`config.mk`:
```
export PLATFORM = sky130hd
export DESIGN_NAME = bounded_stack_with_remove_at_flat
export DESIGN_NICKNAME = d
export VERILOG_FILES = /design/src/rtl/bstk_pkg.sv /design/src/rtl/bstk_ifs.sv /design/src/rtl/bstk_ctrl.sv /design/src/rtl/bstk_dpath.sv /design/src/rtl/bounded_stack_with_remove_at.sv /design/src/flat_wrapper.sv
export SDC_FILE = /design/constraint.sdc
export NUM_CORES = 1
export LEC_CHECK = 0
export CORE_UTILIZATION = 43
export DETAILED_ROUTE_END_ITERATION = 10
export DONT_BUFFER_PORTS = 1
export HOLD_SLACK_MARGIN = 0.02
export PLACE_DENSITY = 0.69
export SETUP_SLACK_MARGIN = 0.05
export SYNTH_ARGS = -nofsm -noshare
export SYNTH_HDL_FRONTEND = slang
export SYNTH_SLANG_ARGS = --single-unit
```
`constraint.sdc`:
```
create_clock -name clk_i -period 5.2 [get_ports clk_i]
set_clock_uncertainty 0.1 [all_clocks]
set_input_delay 1.04 -clock clk_i [delete_from_list [all_inputs] [get_ports clk_i]]
set_output_delay 1.04 -clock clk_i [all_outputs]
set_load 0.005 [all_outputs]
```
`src/rtl/bstk_pkg.sv`:
```
// ----------------------------------------------------------------------------
// bstk_pkg
// Widths, codes and controller/datapath bundle types for the bounded stack.
// ----------------------------------------------------------------------------
`default_nettype none

package bstk_pkg;

  // Field widths
  localparam int OpW    = 2;
  localparam int ValueW = 32;
  localparam int PosW   = 5;
  localparam int CountW = 5;
  localparam int StatW  = 2;

  // Default stack depth
  localparam int DepthDefault = 16;

  // Operation codes
  localparam logic [OpW-1:0] OpPush   = 2'd0;
  localparam logic [OpW-1:0] OpPop    = 2'd1;
  localparam logic [OpW-1:0] OpRemove = 2'd2;

  // Status codes
  localparam logic [StatW-1:0] StOk        = 2'd0;
  localparam logic [StatW-1:0] StOverflow  = 2'd1;
  localparam logic [StatW-1:0] StUnderflow = 2'd2;
  localparam logic [StatW-1:0] StBadPos    = 2'd3;

  // Commands from controller to datapath
  typedef struct packed {
    logic             capture;   // latch status, clear removed word
    logic [StatW-1:0] status;
    logic             push;      // write top slot, count up
    logic             rd_top;    // read top slot, count down
    logic             rd_pos;    // read slot at position, arm shift pointer
    logic             take;      // latch read word as removed word
    logic             shift_rd;  // read next slot above the gap
    logic             cnt_dec;   // count down at end of remove
    logic             load_out;  // load output register
  } dp_cmd_t;

  // Status from datapath to controller
  typedef struct packed {
    logic empty;
    logic full;
    logic pos_bad;
    logic shift_more;
    logic out_free;
  } dp_sts_t;

endpackage

`default_nettype wire

```
`src/rtl/bstk_ifs.sv`:
```
// ----------------------------------------------------------------------------
// bstk_ifs
// Valid/ready channel interfaces for stack requests and responses.
// ----------------------------------------------------------------------------
`default_nettype none

interface bstk_req_if;
  logic                                 valid;
  logic                                 ready;
  logic        [bstk_pkg::OpW-1:0]      operation;
  logic signed [bstk_pkg::ValueW-1:0]   value;
  logic        [bstk_pkg::PosW-1:0]     position;

  modport source (output valid, output operation, output value, output position,
                  input ready);
  modport sink   (input valid, input operation, input value, input position,
                  output ready);
endinterface

interface bstk_rsp_if;
  logic                                 valid;
  logic                                 ready;
  logic signed [bstk_pkg::ValueW-1:0]   removed_value;
  logic        [bstk_pkg::StatW-1:0]    status;
  logic                                 is_full;
  logic                                 is_empty;
  logic        [bstk_pkg::CountW-1:0]   count;

  modport source (output valid, output removed_value, output status,
                  output is_full, output is_empty, output count, input ready);
  modport sink   (input valid, input removed_value, input status,
                  input is_full, input is_empty, input count, output ready);
endinterface

`default_nettype wire

```
`src/rtl/bstk_ctrl.sv`:
```
// ----------------------------------------------------------------------------
// bstk_ctrl
// Sequencer: decodes a request, drives reads, the shift walk and the result.
// ----------------------------------------------------------------------------
`default_nettype none

module bstk_ctrl (
  input  wire logic                       clk_i,
  input  wire logic                       rst_ni,
  input  wire logic                       in_valid_i,
  input  wire logic [bstk_pkg::OpW-1:0]   op_i,
  output logic                            in_ready_o,
  input  wire bstk_pkg::dp_sts_t          sts_i,
  output bstk_pkg::dp_cmd_t               cmd_o
);

  localparam logic [1:0] S_IDLE  = 2'd0;
  localparam logic [1:0] S_TAKE  = 2'd1;
  localparam logic [1:0] S_SHIFT = 2'd2;
  localparam logic [1:0] S_DONE  = 2'd3;

  logic [1:0] state_q, state_d;
  logic       rem_q, rem_d;

  assign in_ready_o = (state_q == S_IDLE);

  // Decode and sequence
  always_comb begin
    cmd_o   = '0;
    state_d = state_q;
    rem_d   = rem_q;
    case (state_q)
      S_IDLE: begin
        if (in_valid_i) begin
          cmd_o.capture = 1'b1;
          cmd_o.status  = bstk_pkg::StOk;
          state_d       = S_DONE;
          rem_d         = 1'b0;
          case (op_i)
            bstk_pkg::OpPush: begin
              if (sts_i.full) begin
                cmd_o.status = bstk_pkg::StOverflow;
              end else begin
                cmd_o.push = 1'b1;
              end
            end
            bstk_pkg::OpPop: begin
              if (sts_i.empty) begin
                cmd_o.status = bstk_pkg::StUnderflow;
              end else begin
                cmd_o.rd_top = 1'b1;
                state_d      = S_TAKE;
              end
            end
            bstk_pkg::OpRemove: begin
              if (sts_i.empty) begin
                cmd_o.status = bstk_pkg::StUnderflow;
              end else if (sts_i.pos_bad) begin
                cmd_o.status = bstk_pkg::StBadPos;
              end else begin
                cmd_o.rd_pos = 1'b1;
                rem_d        = 1'b1;
                state_d      = S_TAKE;
              end
            end
            default: ;
          endcase
        end
      end
      S_TAKE: begin
        cmd_o.take = 1'b1;
        state_d    = rem_q ? S_SHIFT : S_DONE;
      end
      S_SHIFT: begin
        if (sts_i.shift_more) begin
          cmd_o.shift_rd = 1'b1;
        end else begin
          cmd_o.cnt_dec = 1'b1;
          state_d       = S_DONE;
        end
      end
      S_DONE: begin
        if (sts_i.out_free) begin
          cmd_o.load_out = 1'b1;
          state_d        = S_IDLE;
        end
      end
      default: begin
        state_d = S_IDLE;
      end
    endcase
  end

  // State registers
  always_ff @(posedge clk_i or negedge rst_ni) begin
    if (!rst_ni) begin
      state_q <= S_IDLE;
      rem_q   <= 1'b0;
    end else begin
      state_q <= state_d;
      rem_q   <= rem_d;
    end
  end

endmodule

`default_nettype wire

```
`src/rtl/bstk_dpath.sv`:
```
// ----------------------------------------------------------------------------
// bstk_dpath
// Entry memory, fill count, shift pointer and output register.
// ----------------------------------------------------------------------------
`default_nettype none

module bstk_dpath #(
  parameter int DEPTH = bstk_pkg::DepthDefault
) (
  input  wire logic                               clk_i,
  input  wire logic                               rst_ni,
  input  wire bstk_pkg::dp_cmd_t                  cmd_i,
  output bstk_pkg::dp_sts_t                       sts_o,
  input  wire logic signed [bstk_pkg::ValueW-1:0] value_i,
  input  wire logic [bstk_pkg::PosW-1:0]          position_i,
  input  wire logic                               out_ready_i,
  output logic                                    out_valid_o,
  output logic signed [bstk_pkg::ValueW-1:0]      removed_value_o,
  output logic [bstk_pkg::StatW-1:0]              status_o,
  output logic                                    is_full_o,
  output logic                                    is_empty_o,
  output logic [bstk_pkg::CountW-1:0]             count_o
);

  localparam int CntW = $clog2(DEPTH + 1);
  localparam int AW   = $clog2(DEPTH);
  localparam int ExtW = (CntW > bstk_pkg::PosW) ? CntW : bstk_pkg::PosW;
  localparam int VW   = bstk_pkg::ValueW;

  logic [VW-1:0]   mem [DEPTH];
  logic [VW-1:0]   rd_data_q;
  logic [CntW-1:0] count_q;
  logic [CntW-1:0] rptr_q;
  logic            wr_pend_q;
  logic [AW-1:0]   wr_addr_q;
  logic [VW-1:0]   taken_q;
  logic [1:0]      status_q;
  logic            out_valid_q;

  logic [ExtW-1:0] cnt_ext, pos_ext, pos_m1;
  logic [CntW-1:0] cnt_m1, rptr_m1;
  logic            rd_en, wr_en;
  logic [AW-1:0]   rd_addr, wr_addr;
  logic [VW-1:0]   wr_data;
  logic            full, empty;

  // Common compares
  assign cnt_ext = ExtW'(count_q);
  assign pos_ext = ExtW'(position_i);
  assign pos_m1  = pos_ext - 1'b1;
  assign cnt_m1  = count_q - 1'b1;
  assign rptr_m1 = rptr_q - 1'b1;
  assign empty   = (count_q == '0);
  assign full    = (count_q == CntW'(DEPTH));

  assign sts_o.empty      = empty;
  assign sts_o.full       = full;
  assign sts_o.pos_bad    = (pos_ext == '0) || (pos_ext > cnt_ext);
  assign sts_o.shift_more = (rptr_q < count_q);
  assign sts_o.out_free   = !out_valid_q || out_ready_i;

  // Select memory port addresses
  assign rd_en   = cmd_i.rd_top || cmd_i.rd_pos || cmd_i.shift_rd;
  assign rd_addr = cmd_i.rd_top ? cnt_m1[AW-1:0] :
                   cmd_i.rd_pos ? pos_m1[AW-1:0] : rptr_q[AW-1:0];
  assign wr_en   = cmd_i.push || wr_pend_q;
  assign wr_addr = cmd_i.push ? count_q[AW-1:0] : wr_addr_q;
  assign wr_data = cmd_i.push ? value_i : rd_data_q;

  // Entry memory, registered read
  always_ff @(posedge clk_i) begin
    if (wr_en) begin
      mem[wr_addr] <= wr_data;
    end
    if (rd_en) begin
      rd_data_q <= mem[rd_addr];
    end
  end

  // Count, shift pointer, pending write, output valid
  always_ff @(posedge clk_i or negedge rst_ni) begin
    if (!rst_ni) begin
      count_q     <= '0;
      rptr_q      <= '0;
      wr_pend_q   <= 1'b0;
      out_valid_q <= 1'b0;
    end else begin
      if (cmd_i.push) begin
        count_q <= count_q + 1'b1;
      end else if (cmd_i.rd_top || cmd_i.cnt_dec) begin
        count_q <= cnt_m1;
      end
      if (cmd_i.rd_pos) begin
        rptr_q <= pos_ext[CntW-1:0];
      end else if (cmd_i.shift_rd) begin
        rptr_q <= rptr_q + 1'b1;
      end
      wr_pend_q <= cmd_i.shift_rd;
      if (cmd_i.load_out) begin
        out_valid_q <= 1'b1;
      end else if (out_ready_i) begin
        out_valid_q <= 1'b0;
      end
    end
  end

  // Hold shift target, status and removed word; load result
  always_ff @(posedge clk_i) begin
    if (cmd_i.shift_rd) begin
      wr_addr_q <= rptr_m1[AW-1:0];
    end
    if (cmd_i.capture) begin
      status_q <= cmd_i.status;
      taken_q  <= '0;
    end else if (cmd_i.take) begin
      taken_q <= rd_data_q;
    end
    if (cmd_i.load_out) begin
      removed_value_o <= taken_q;
      status_o        <= status_q;
      is_full_o       <= full;
      is_empty_o      <= empty;
      count_o         <= cnt_ext[bstk_pkg::CountW-1:0];
    end
  end

  assign out_valid_o = out_valid_q;

endmodule

`default_nettype wire

```
`src/rtl/bounded_stack_with_remove_at.sv`:
```
// ----------------------------------------------------------------------------
// bounded_stack_with_remove_at
// Bounded LIFO stack of signed words with push, pop and remove-at-position.
// ----------------------------------------------------------------------------
// One request is handled at a time; the response sits in an output register,
// so the next request is taken as soon as the response is loaded. A push or
// refused request decodes, then loads; a pop reads the top, takes the word and
// loads; a remove at p reads slot p, takes it, runs the shift walk moving one
// entry a cycle down through the entry memory (one read and one write a cycle),
// counts down and loads. Positions count from 1 at the bottom; on a non-empty
// stack, position zero or above the count gets bad-position status, no change.
`default_nettype none

module bounded_stack_with_remove_at #(
  parameter int DEPTH = bstk_pkg::DepthDefault
) (
  input  wire logic   clk_i,
  input  wire logic   rst_ni,
  bstk_req_if.sink    req_i,
  bstk_rsp_if.source  rsp_o
);

  bstk_pkg::dp_cmd_t cmd;
  bstk_pkg::dp_sts_t sts;

  // Sequencer
  bstk_ctrl u_ctrl (
    .clk_i      (clk_i),
    .rst_ni     (rst_ni),
    .in_valid_i (req_i.valid),
    .op_i       (req_i.operation),
    .in_ready_o (req_i.ready),
    .sts_i      (sts),
    .cmd_o      (cmd)
  );

  // Storage and result path
  bstk_dpath #(
    .DEPTH (DEPTH)
  ) u_dpath (
    .clk_i           (clk_i),
    .rst_ni          (rst_ni),
    .cmd_i           (cmd),
    .sts_o           (sts),
    .value_i         (req_i.value),
    .position_i      (req_i.position),
    .out_ready_i     (rsp_o.ready),
    .out_valid_o     (rsp_o.valid),
    .removed_value_o (rsp_o.removed_value),
    .status_o        (rsp_o.status),
    .is_full_o       (rsp_o.is_full),
    .is_empty_o      (rsp_o.is_empty),
    .count_o         (rsp_o.count)
  );

endmodule

`default_nettype wire

```
`src/flat_wrapper.sv`:
```
// flat-port wrapper written by rule: the top's interface ports become plain ports
module bounded_stack_with_remove_at_flat 
#(
  parameter int DEPTH = bstk_pkg::DepthDefault
)
  (clk_i, rst_ni, req_i_valid, req_i_operation, req_i_value, req_i_position, req_i_ready, rsp_o_valid, rsp_o_removed_value, rsp_o_status, rsp_o_is_full, rsp_o_is_empty, rsp_o_count, rsp_o_ready);
  bstk_req_if req_i_i ();
  bstk_rsp_if rsp_o_i ();
  input  wire logic clk_i;
  input  wire logic rst_ni;
  input wire logic [$bits(req_i_i.valid)-1:0] req_i_valid;
  input wire logic [$bits(req_i_i.operation)-1:0] req_i_operation;
  input wire logic [$bits(req_i_i.value)-1:0] req_i_value;
  input wire logic [$bits(req_i_i.position)-1:0] req_i_position;
  output wire logic [$bits(req_i_i.ready)-1:0] req_i_ready;
  output wire logic [$bits(rsp_o_i.valid)-1:0] rsp_o_valid;
  output wire logic [$bits(rsp_o_i.removed_value)-1:0] rsp_o_removed_value;
  output wire logic [$bits(rsp_o_i.status)-1:0] rsp_o_status;
  output wire logic [$bits(rsp_o_i.is_full)-1:0] rsp_o_is_full;
  output wire logic [$bits(rsp_o_i.is_empty)-1:0] rsp_o_is_empty;
  output wire logic [$bits(rsp_o_i.count)-1:0] rsp_o_count;
  input wire logic [$bits(rsp_o_i.ready)-1:0] rsp_o_ready;
  assign req_i_i.valid = req_i_valid;
  assign req_i_i.operation = req_i_operation;
  assign req_i_i.value = req_i_value;
  assign req_i_i.position = req_i_position;
  assign req_i_ready = req_i_i.ready;
  assign rsp_o_valid = rsp_o_i.valid;
  assign rsp_o_removed_value = rsp_o_i.removed_value;
  assign rsp_o_status = rsp_o_i.status;
  assign rsp_o_is_full = rsp_o_i.is_full;
  assign rsp_o_is_empty = rsp_o_i.is_empty;
  assign rsp_o_count = rsp_o_i.count;
  assign rsp_o_i.ready = rsp_o_ready;
  bounded_stack_with_remove_at #(.DEPTH(DEPTH)) u_core (.clk_i(clk_i), .rst_ni(rst_ni), .req_i(req_i_i), .rsp_o(rsp_o_i));
endmodule
```
==> results of run 1 <==
flip-flops by register name (all words and copies together) (netlist names):
signal,cells
u_core.u_ctrl.rem_q,1
u_core.u_ctrl.state_q,2
u_core.u_dpath.cnt_ext,5
u_core.u_dpath.count_o,5
u_core.u_dpath.is_empty_o,1
u_core.u_dpath.is_full_o,1
u_core.u_dpath.mem,512
u_core.u_dpath.out_valid_o,1
u_core.u_dpath.rd_data_q,32
u_core.u_dpath.removed_value_o,32
u_core.u_dpath.rptr_q,5
u_core.u_dpath.status_o,2
u_core.u_dpath.status_q,2
u_core.u_dpath.taken_q,32
u_core.u_dpath.wr_addr_q,4
u_core.u_dpath.wr_pend_q,1
worst min-delay path by stage:
stage | from | to | depth (start not counted)
CTS | u_core.u_dpath.status_q[0] | u_core.u_dpath.status_o[0] | 0
floorplan | u_core.u_dpath.status_q[0] | u_core.u_dpath.status_o[0] | 0
finish | u_core.u_dpath.status_q[0] | u_core.u_dpath.status_o[0] | 0
detailed placement | u_core.u_dpath.taken_q[26] | u_core.u_dpath.removed_value_o[26] | 0
global route | u_core.u_dpath.status_q[0] | u_core.u_dpath.status_o[0] | 0
global placement | u_core.u_dpath.status_q[0] | u_core.u_dpath.status_o[0] | 0
per-stage QoR:
stage	instance area, um^2	utilization (%)
after global placement	26800	45.6
after CTS	28900	49.1
final	28900	49.1
after global routing	28900	49.1
after floorplan	25600	-
after detailed placement	26800	45.6
report_power, final:
group | leakage [nW] | internal [mW] | switching [mW]
registers | 5.79 | 6.87 | 0.351
clock network | 1.00 | 2.63 | 1.90
logic | 3.29 | 1.71 | 2.91
routing by layer:
metal  vias to the layer above  global-route usage [%]  wire length [um]
met5                         -                       0                 0
met1                      6974                    26.0             24200
li1                       6190                       -                 -
met3                        87                    3.22              3650
met4                         0                    5.54              1290
met2                       463                    30.9             27700
cell type report:
class,count,area (um^2)
timing repair buffer,46,586
clock buffer,68,1580
tap,773,967
clock inverter,44,470
sequential,638,18800
inverter,19,71.3
fill,4821,30000
multi-input combinational,867,6470
cells in the final DEF (no fill, tap or decap), types with 4 or more instances in the layout:
cell type,synthesis,layout
bufinv_16,0,9
inv_1,19,18
o21ai_0,5,4
mux2i_1,170,170
ha_1,22,21
nor2_1,65,47
a21o_1,5,5
xor2_1,6,6
clkbuf_16,0,60
clkbuf_8,0,5
nor2_4,0,18
buf_4,23,26
a21oi_1,9,9
dfrtp_1,15,15
edfxtp_1,591,591
xnor2_1,8,8
nand4_1,33,33
o211ai_1,126,126
buf_12,0,19
clkinvlp_4,0,7
mux2_2,126,126
dfxtp_1,32,32
nand2b_1,6,6
nor3b_1,4,4
clkinv_1,0,9
nor3_1,5,5
nand3_1,8,7
a31oi_1,10,10
nand2_1,231,231
clkinv_2,0,16
timing repair:
action | in CTS | in global routing
gates resized for setup | 0 | 0
hold buffers | 1 | 0
endpoints found under the hold margin | 15 | 0
cells by family (layout without fill, tap and decap cells):
logic type | after synthesis | count (layout) | share of synthesized area, %
xor+xnor | 14 | 14 | 0.478
compound gates | 169 | 169 | 4.86
buf+inv | 111 | 177 | 2.14
fa+ha+maj | 22 | 22 | 1.07
mux | 296 | 296 | 12.2
flops | 638 | 638 | 73.2
simple gates | 366 | 366 | 6.05
==> reports/metrics.yaml, run 1 <==
timing:
  setup_viol: 0
  period_needed_ns: 4.19
  worst_pin_slew_ns: 1.09
  max_freq_mhz: 239
  fin_tns_setup_ns: 0
  slew_headroom_pct: 26.9
  grt_setup_unrepaired: "false"
  fin_ws_ns: 1.01
  whs_ns: 0.331
  hold_viol: 0
  slew_viol_final: 0
  finalCritPeriodShare_pct: 80.6
floorplan:
  io_pins: 86
  fp.dieW_um: 246
  die_y_um: 246
  die-area_mm2: 0.0606
  rows: 89
  initial_utilization_pct: 43.5
  fp.coreArea_mm2: 0.0589
clocking:
  post_cts_buffers: 0
  htreeDepth: 2
  clk_latency_ns: 0.63
  tritoncts: "yes"
  cts_buffer_depth: 3
  path_clk_slew_ns: 0.07
  ctsRootBufferMaster: "clkbuf_16"
  numClockSinks: 638
  numCtsBuffers: 59
drt:
  drtIter0Drc: 1353
  avgRoutedWirePerCell_um: 23.2
  vias: 13700
  drc: 0
  first_pass_iters: 5
  routed_wl_mm: 56.9
  ant_nets: 0
  viasPerCell: 5.59
worst_setup_path:
  critical_path.max_stage_delay_ns: 0.59
  cp_num_buf_inv: 3
  start_kind: "register"
  rr_worst_depth: 11
  r2r-end: "u_core.u_dpath.rd_data_q[20]"
  slowest_stage: "or4b_1"
  worstPathArrival_ns: 4.45
  endpoint_kind: "register"
  crit_end: "u_core.u_dpath.rd_data_q[20]"
  worstPathCellList: "inv_1, ha_1, or4b_1, and3_1, and2_1, o31ai_4, buf_12, buf_4, mux2_2, o211ai_1, nand4_1"
  rrSetupSlack_ns: 1.01
  worstSetupStartpoint: "u_core.u_dpath.cnt_ext[0]"
  crit_path_max_fanout: 27
  crit_type: "reg2reg"
  r2r_start: "u_core.u_dpath.cnt_ext[0]"
  cp.required_ns: 5.46
  cp_num_cells: 11
  cp_top_family: "simple AND/OR/NAND/NOR gates"
synth:
  synth-seq-area-share_pct: 73.2
  syn_avg_cell_area_um2: 15.9
  synth_top_cell_area_share_pct: 69.3
  yosysWarnings: 0
  synth_edf_count: 591
  ys_seq_elements: 638
  synth_ff_type: "edfxtp_1"
  synth_commonest_cells: "591 x edfxtp_1, 231 x nand2_1, 170 x mux2i_1"
  synth_area_leaders: "edfxtp_1 69%, mux2i_1 6.6%, mux2_2 5.5%, o211ai_1 3.7%, nand2_1 3.4%"
  syn-cell-area_mm2: 0.0256
  synth_top_area_cell: "edfxtp_1"
  yosysMostFrequentCell: "edfxtp_1"
  async_flop_share_pct: 2.35
  ys_types: 47
  synthCells: 1616
  synth_fp_nets: 1681
placed_design:
  dp_slack_ns: 0.799
  io_buffers: 0
  gp_congestion: 0.803
  dpl.hpwl_mm: 31.7
  placed_cells: 2342
cells_and_area:
  num_antenna_cells: 0
  drive_gt1_share_pct: 17.7
  finalNetCount: 1696
  layout-area-overhead-vs-synth_pct: 12.8
  layout.cells.non_filler: 2455
global_route:
  globalRouteOverflowTotal: 0
  first_global_vias: 13500
  antenna_found_initial: 0
  grt_use_total_pct: 19.0
  grt_pass1_wl_mm: 85.5
  grt_max_degree: 106
pwr:
  p_leak_nw: 10.1
  power_mw: 16.4
  peakVddDrop_v: 0.000323
  p_per_area_mw_per_mm2: 566
outcome:
  status: "completed"
flow_run:
  drv_cap: 0
worst_hold_path:
  hold_path.class: "reg2reg"
Note: power is estimated with default switching activity, not from simulation.
==> run 2: changes to the inputs <==
--- a/config.mk
+++ b/config.mk
@@ -9,7 +9,7 @@
 export DETAILED_ROUTE_END_ITERATION = 10
 export DONT_BUFFER_PORTS = 1
 export HOLD_SLACK_MARGIN = 0.02
-export PLACE_DENSITY = 0.69
+export PLACE_DENSITY = 0.71
 export SETUP_SLACK_MARGIN = 0.05
 export SYNTH_ARGS = -nofsm -noshare
 export SYNTH_HDL_FRONTEND = slang
==> constraint.sdc (replaced) <==
create_clock -name clk_i -period 3.55 [get_ports clk_i]
set_clock_uncertainty 0.1 [all_clocks]
set_input_delay 0.71 -clock clk_i [delete_from_list [all_inputs] [get_ports clk_i]]
set_output_delay 0.71 -clock clk_i [all_outputs]
set_load 0.005 [all_outputs]
==> run 2 against run 1 <==
Against the previous run:
- critical path depth grew 6
- routed wire length increased by 5.5%
- total power rose by 53%
- sequential share of layout area down 2.3 points
- cell area up 3.6%
- utilization up 1.8 points
- largest power group unchanged
- global-route usage increased by 0.36 points
==> reports/metrics.yaml, run 2 (synthesized netlist as in run 1, its figures left out) <==
placed_design:
  gp_congestion: 0.813  # +1.3%
  io_buffers: 0  # unchanged
  dpl.hpwl_mm: 33.9  # +7.0%
worst_setup_path:
  crit_path_max_fanout: 7  # -74%
  cp.required_ns: 3.80  # -1.66 ns
  start_kind: "register"
  slowest_stage: "dfrtp_1"
  endpoint_kind: "register"
  cp_num_buf_inv: 7  # +4
  critical_path.max_stage_delay_ns: 0.40  # -0.19 ns
  worstPathCellList: "buf_6, ha_1, nand3_1, or3_1, o31ai_2, buf_4, a31oi_2, o31ai_4, buf_6, buf_12, buf_12, clkbuf_16, buf_12, mux2i_1, nand2_1, o211ai_1, nand4_1"
  cp_top_family: "buffers and inverters"
  worstPathArrival_ns: 3.71  # -0.74 ns
  crit_top_cell: "buf_12"
  crit_type: "reg2reg"
pwr:
  p_int_mw: 17.1  # +52%
  p_leak_nw: 10.6  # +5.1%
  p_per_area_mw_per_mm2: 835  # +47%
  swShare_pct: 31.8  # +0.27 points
  power.switching_mw: 7.95  # +54%
  clkPwrFrac_pct: 25.2  # -2.4 points
  comb_power_share_pct: 32.6  # +4.3 points
  power_mw: 25.0  # +53%
  power_frac_seq_pct: 42.2  # -1.9 points
  peakVddDrop_v: 0.000548  # +69%
timing:
  hold_viol: 0  # unchanged
  worst_pin_slew_ns: 1.13  # +0.0352 ns
  period_needed_ns: 3.46  # -0.728 ns
  max_freq_mhz: 289  # +21%
  whs_ns: 0.141  # -0.190 ns
  slew_headroom_pct: 24.5  # -2.4 points
  grt_setup_unrepaired: "false"
  slew_viol_final: 0  # unchanged
  finalCritPeriodShare_pct: 97.5  # +17 points
  setup_viol: 0  # unchanged
global_route:
  grt_max_degree: 49  # -54%
  globalRouteOverflowTotal: 0  # unchanged
  antenna_found_initial: 0  # unchanged
  first_global_vias: 14000  # +3.5%
  grt_use_total_pct: 19.3  # +0.36 points
  grt_pass1_wl_mm: 87.2  # +2.0%
cells_and_area:
  multi_input_area_mm2: 0.00653  # +0.91%
  seqCellArea_mm2: 0.0188  # about the same
  largest-register: "u_core.u_dpath.mem"
  mostFrequentLayoutCell: "edfxtp_1"
  num_antenna_cells: 0  # unchanged
  drive_gt1_share_pct: 21.3  # +3.7 points
  layout-area-overhead-vs-synth_pct: 16.9
  layout_common_cells: "591 x edfxtp_1, 231 x nand2_1, 169 x mux2i_1"
  fillCellCount: 4572  # -5.2%
  largest_reg_flops: 512  # unchanged
  finalNetCount: 1776  # +4.7%
floorplan:
  die-area_mm2: 0.0606  # unchanged
  fp.dieW_um: 246  # unchanged
  rows: 89  # unchanged
  io_pins: 86  # unchanged
  die_y_um: 246  # unchanged
  fp.coreArea_mm2: 0.0589  # unchanged
  initial_utilization_pct: 43.5  # unchanged
drt:
  avgRoutedWirePerCell_um: 23.7  # +2.2%
  viasPerCell: 5.57  # -0.30%
  drc: 0  # unchanged
  ant_nets: 0  # unchanged
  first_pass_iters: 5  # unchanged
  vias: 14100  # +3.0%
  drtIter0Drc: 1510  # +12%
  routed_wl_mm: 60.1  # +5.5%
clocking:
  htreeDepth: 2  # unchanged
  numCtsBuffers: 59  # unchanged
  cts_buffer_depth: 3  # unchanged
  numClockSinks: 638  # unchanged
  ctsRootBufferMaster: "clkbuf_16"
  tritoncts: "yes"
  path_clk_slew_ns: 0.07  # about the same
  clk_latency_ns: 0.64  # about the same
flow_run:
  drv_cap: 0  # unchanged
outcome:
  status: "completed"
worst_hold_path:
  hold_path.class: "in2reg"
run 2: cell type report:
cell class	count	share of cell area [%]
Sequential cell	638	62.6
Timing Repair Buffer	126	5.59
Multi-Input combinational cell	867	21.8
Tap cell	773	3.23
Inverter	19	0.238
Clock inverter	27	1.01
Clock buffer	85	5.49
run 2: routing by layer:
layer  up-vias  GRT usage (%)  share of wire [%]
met5         -              0                  0
met4         0           5.63                2.5
met3        96           2.75                6.8
met2       510           32.5                 49
met1      7159           26.0                 42
li1       6354              -                  -
run 2: worst register-to-register path: cells and delay by family, from the launching register on:
family	cells	cell delay, ns
AO/OA/AOI/OAI	4	0.40
adder cells (fa/ha/maj)	1	0.29
flip-flops	1	0.40
AND/OR/NAND/NOR	4	0.67
buffers and inverters	7	1.09
multiplexers	1	0.21
run 2: timing repair:
item	4_1_cts	5_1_grt
resized for setup	3	23
hold buffers	1	0
setup endpoints to repair	4	31
cloned	0	8
setup buffers	0	19
pin swaps	0	4
endpoints found under the hold margin	15	0
run 2: per-stage QoR:
step / setup slack [ns] / TNS (ns) / util [%] / cell area [um^2] / instances
after floorplan: -0.425 / -213.68 / - / 25600 / 1616
after global placement: -0.0347 / -0.0347 / 46.6 / 27500 / 2395
after detailed placement: -0.0268 / -0.0580 / 46.6 / 27500 / 2395
after CTS: 0.124 / 0 / 50.0 / 29400 / 2508
after global routing: 0.0148 / 0 / 50.8 / 30000 / 2535
final: 0.0880 / 0 / 50.8 / 30000 / 2535
run 2: power groups by stage:
stage | registers [mW] | clock network (mW) | logic (mW)
2_1_floorplan | 10.5 | 0 | 5.05
4_1_cts | 10.5 | 6.37 | 7.42
5_1_grt | 10.6 | 6.65 | 8.80
3_5_place_dp | 10.7 | 0 | 7.35
6_report | 10.5 | 6.30 | 8.16
3_3_place_gp | 10.7 | 0 | 7.15
run 2: worst paths after layout:
| check | cells after the start | from | slack (ns) | to |
|---|---|---|---|---|
| setup / recovery | 17 | u_core.u_dpath.cnt_ext[0] | 0.09 | u_core.u_dpath.rd_data_q[15] |
| setup reg to reg | 17 | u_core.u_dpath.cnt_ext[0] | 0.09 | u_core.u_dpath.rd_data_q[15] |
| hold reg to reg | 0 | u_core.u_dpath.status_q[1] | 0.33 | u_core.u_dpath.status_o[1] |
| min in group asynchronous | 1 | rst_ni | 0.52 | u_core.u_dpath.cnt_ext[0] |
| max in group asynchronous | 1 | rst_ni | 2.26 | u_core.u_dpath.cnt_ext[4] |
| hold / removal | 2 | req_i_position[1] | 0.14 | u_core.u_dpath.rptr_q[1] |
==> run 3: changes to the inputs <==
--- a/config.mk
+++ b/config.mk
@@ -5,11 +5,11 @@
 export SDC_FILE = /design/constraint.sdc
 export NUM_CORES = 1
 export LEC_CHECK = 0
+export BUFFER_PORTS_ARGS = -buffer_cell sky130_fd_sc_hd__buf_2
 export CORE_UTILIZATION = 43
 export DETAILED_ROUTE_END_ITERATION = 10
-export DONT_BUFFER_PORTS = 1
 export HOLD_SLACK_MARGIN = 0.02
-export PLACE_DENSITY = 0.71
+export PLACE_DENSITY = 0.7
 export SETUP_SLACK_MARGIN = 0.05
 export SYNTH_ARGS = -nofsm -noshare
 export SYNTH_HDL_FRONTEND = slang
==> constraint.sdc (replaced) <==
create_clock -name clk_i -period 3.9 [get_ports clk_i]
set_clock_uncertainty 0.1 [all_clocks]
set_input_delay 0.78 -clock clk_i [delete_from_list [all_inputs] [get_ports clk_i]]
set_output_delay 0.78 -clock clk_i [all_outputs]
set_load 0.005 [all_outputs]
==> run 3 against run 2 <==
Against the previous run:
- non-clock buffer count up 44
- sequential power down 9%
- largest cell class unchanged
- worst hold slack better by 0.19 ns
- maximum frequency down 6.1%
==> reports/metrics.yaml, run 3 (synthesized netlist as in run 1, its figures left out) <==
cells_and_area:
  drive_gt1_share_pct: 23.2  # +1.9 points
  multi_input_area_mm2: 0.00648  # -0.79%
  fin_util_pct: 50.5  # -0.34 points
  largest-register: "u_core.u_dpath.mem"
  largest_reg_flops: 512  # unchanged
  finalNetCount: 1822  # +2.6%
  layout_common_cells: "591 x edfxtp_1, 231 x nand2_1, 169 x mux2i_1"
  num_antenna_cells: 0  # unchanged
  fillCellCount: 4757  # +4.0%
  layout-area-overhead-vs-synth_pct: 16.1
  mostFrequentLayoutCell: "edfxtp_1"
  seqCellArea_mm2: 0.0188  # unchanged
drt:
  drc: 0  # unchanged
  routed_wl_mm: 58.5  # -2.6%
  drtIter0Drc: 1037  # -31%
  viasPerCell: 5.46  # -2.0%
  vias: 14100  # -0.13%
  avgRoutedWirePerCell_um: 22.7  # -4.3%
  first_pass_iters: 5  # unchanged
  ant_nets: 0  # unchanged
floorplan:
  initial_utilization_pct: 43.5  # unchanged
  die_y_um: 246  # unchanged
  fp.dieW_um: 246  # unchanged
  die-area_mm2: 0.0606  # unchanged
  io_pins: 86  # unchanged
  rows: 89  # unchanged
  fp.coreArea_mm2: 0.0589  # unchanged
pwr:
  p_leak_nw: 10.7  # +0.53%
  swShare_pct: 31.4  # -0.34 points
  power_mw: 22.5  # -10%
  clkPwrFrac_pct: 27.3  # +2.1 points
  peakVddDrop_v: 0.000558  # +1.9%
  p_per_area_mw_per_mm2: 756  # -9.4%
  p_int_mw: 15.4  # -9.5%
  comb_power_share_pct: 30.3  # -2.3 points
  power.switching_mw: 7.08  # -11%
  power_frac_seq_pct: 42.5  # +0.3 points
timing:
  setup_viol: 0  # unchanged
  max_freq_mhz: 271  # -6.1%
  finalCritPeriodShare_pct: 94.5  # -3.0 points
  hold_viol: 0  # unchanged
  period_needed_ns: 3.69  # +0.223 ns
  fin_tns_setup_ns: 0  # unchanged
  slew_headroom_pct: 26.3  # +1.8 points
  slew_viol_final: 0  # unchanged
  grt_setup_unrepaired: "false"
  worst_pin_slew_ns: 1.10  # -0.0262 ns
  whs_ns: 0.327  # +0.186 ns
clocking:
  clk_latency_ns: 0.63  # about the same
  numCtsBuffers: 61  # +3.4%
  cts_buffer_depth: 3  # unchanged
  path_clk_slew_ns: 0.07  # about the same
  numClockSinks: 638  # unchanged
  htreeDepth: 2  # unchanged
  tritoncts: "yes"
  post_cts_buffers: 0  # unchanged
  ctsRootBufferMaster: "clkbuf_16"
global_route:
  globalRouteOverflowTotal: 0  # unchanged
  antenna_found_initial: 2  # +2
  grt_pass1_wl_mm: 88.4  # +1.4%
  grt_max_degree: 60  # +22%
  first_global_vias: 14300  # +2.2%
  grt_use_total_pct: 19.6  # +0.23 points
worst_setup_path:
  rr_worst_depth: 13  # -4
  start_kind: "register"
  worstPathArrival_ns: 3.94  # +0.23 ns
  crit_path_max_fanout: 31  # +24
  crit_type: "reg2reg"
  endpoint_kind: "register"
  cp.required_ns: 4.16  # +0.36 ns
flow_run:
  drv_cap: 0  # unchanged
worst_hold_path:
  whs_path_depth: 0  # -2
  hold_path.class: "reg2reg"
placed_design:
  gp_congestion: 0.819  # +0.65%
  io_buffers: 85  # +85
  dpl.hpwl_mm: 34.1  # +0.56%
outcome:
  status: "completed"
==> run 3: changes by cell type in the layout (fill, tap and decap cells not counted), sizes merged <==
| cell | previous run | this run |
|---|---|---|
| inv | 21 | 20 |
| clkinv | 19 | 22 |
| clkbuf | 93 | 76 |
| buf | 117 | 169 |
| clkinvlp | 2 | 6 |
| bufinv | 4 | 10 |
==> run 3: final cells by class <==
class,count,area share [%]
Timing Repair Buffer,170,4.68
Clock buffer,76,5.35
Clock inverter,39,1.64
Sequential cell,638,63.1
Inverter,19,0.240
Multi-Input combinational cell,867,21.8
Tap cell,773,3.25
==> run 3: path summary, 6_finish.rpt <==
path                       slack [ns]                        from                            to
max                              0.21   u_core.u_dpath.cnt_ext[1]  u_core.u_dpath.rd_data_q[10]
min reg2reg                      0.33  u_core.u_dpath.status_q[1]    u_core.u_dpath.status_o[1]
max reg2reg                      0.21   u_core.u_dpath.cnt_ext[1]  u_core.u_dpath.rd_data_q[10]
max in group asynchronous        2.86                      rst_ni     u_core.u_dpath.cnt_ext[3]
min in group asynchronous        0.52                      rst_ni    u_core.u_dpath.out_valid_o
min                              0.33  u_core.u_dpath.status_q[1]    u_core.u_dpath.status_o[1]
==> run 3: worst max-delay path, stage by stage, from the launching register on <==
cell      delay, ns
dfrtp_1        0.49
inv_1          0.10
buf_4          0.18
ha_1           0.29
nand2b_1       0.06
a211oi_1       0.29
o31ai_1        0.14
and2_1         0.26
o31ai_4        0.33
buf_12         0.23
buf_12         0.24
mux2_2         0.36
o211ai_1       0.20
nand4_1        0.13
==> run 3: layer usage <==
| metal | routed length, um | track usage (%) |
|---|---|---|
| met1 | 24700 | 25.4 |
| met2 | 29000 | 33.1 |
| met3 | 2900 | 2.98 |
| met4 | 1920 | 7.29 |
| met5 | 24 | 0 |
==> run 3: power by group through the flow <==
stage	registers, mW	logic, mW	clock network (mW)
after floorplan	9.56	4.59	0
after global placement	9.65	6.63	0
after detailed placement	9.68	6.81	0
after CTS	9.55	6.85	6.23
after global routing	9.63	7.44	6.46
final	9.55	6.81	6.14
==> run 3: stage by stage <==
step	cells	setup WS, ns	instance area, um^2
3_5_place_dp	2466	-0.0747	27700
4_1_cts	2582	0.218	29700
6_report	2582	0.215	29800
2_1_floorplan	1616	-0.0798	25600
5_1_grt	2582	0.0574	29800
3_3_place_gp	2466	0.0110	27700
==> run 3: timing repair <==
action	in CTS	in global routing
hold buffers	1	0
endpoints found under the hold margin	15	0
setup endpoints to repair	0	9
gates resized for setup	0	3
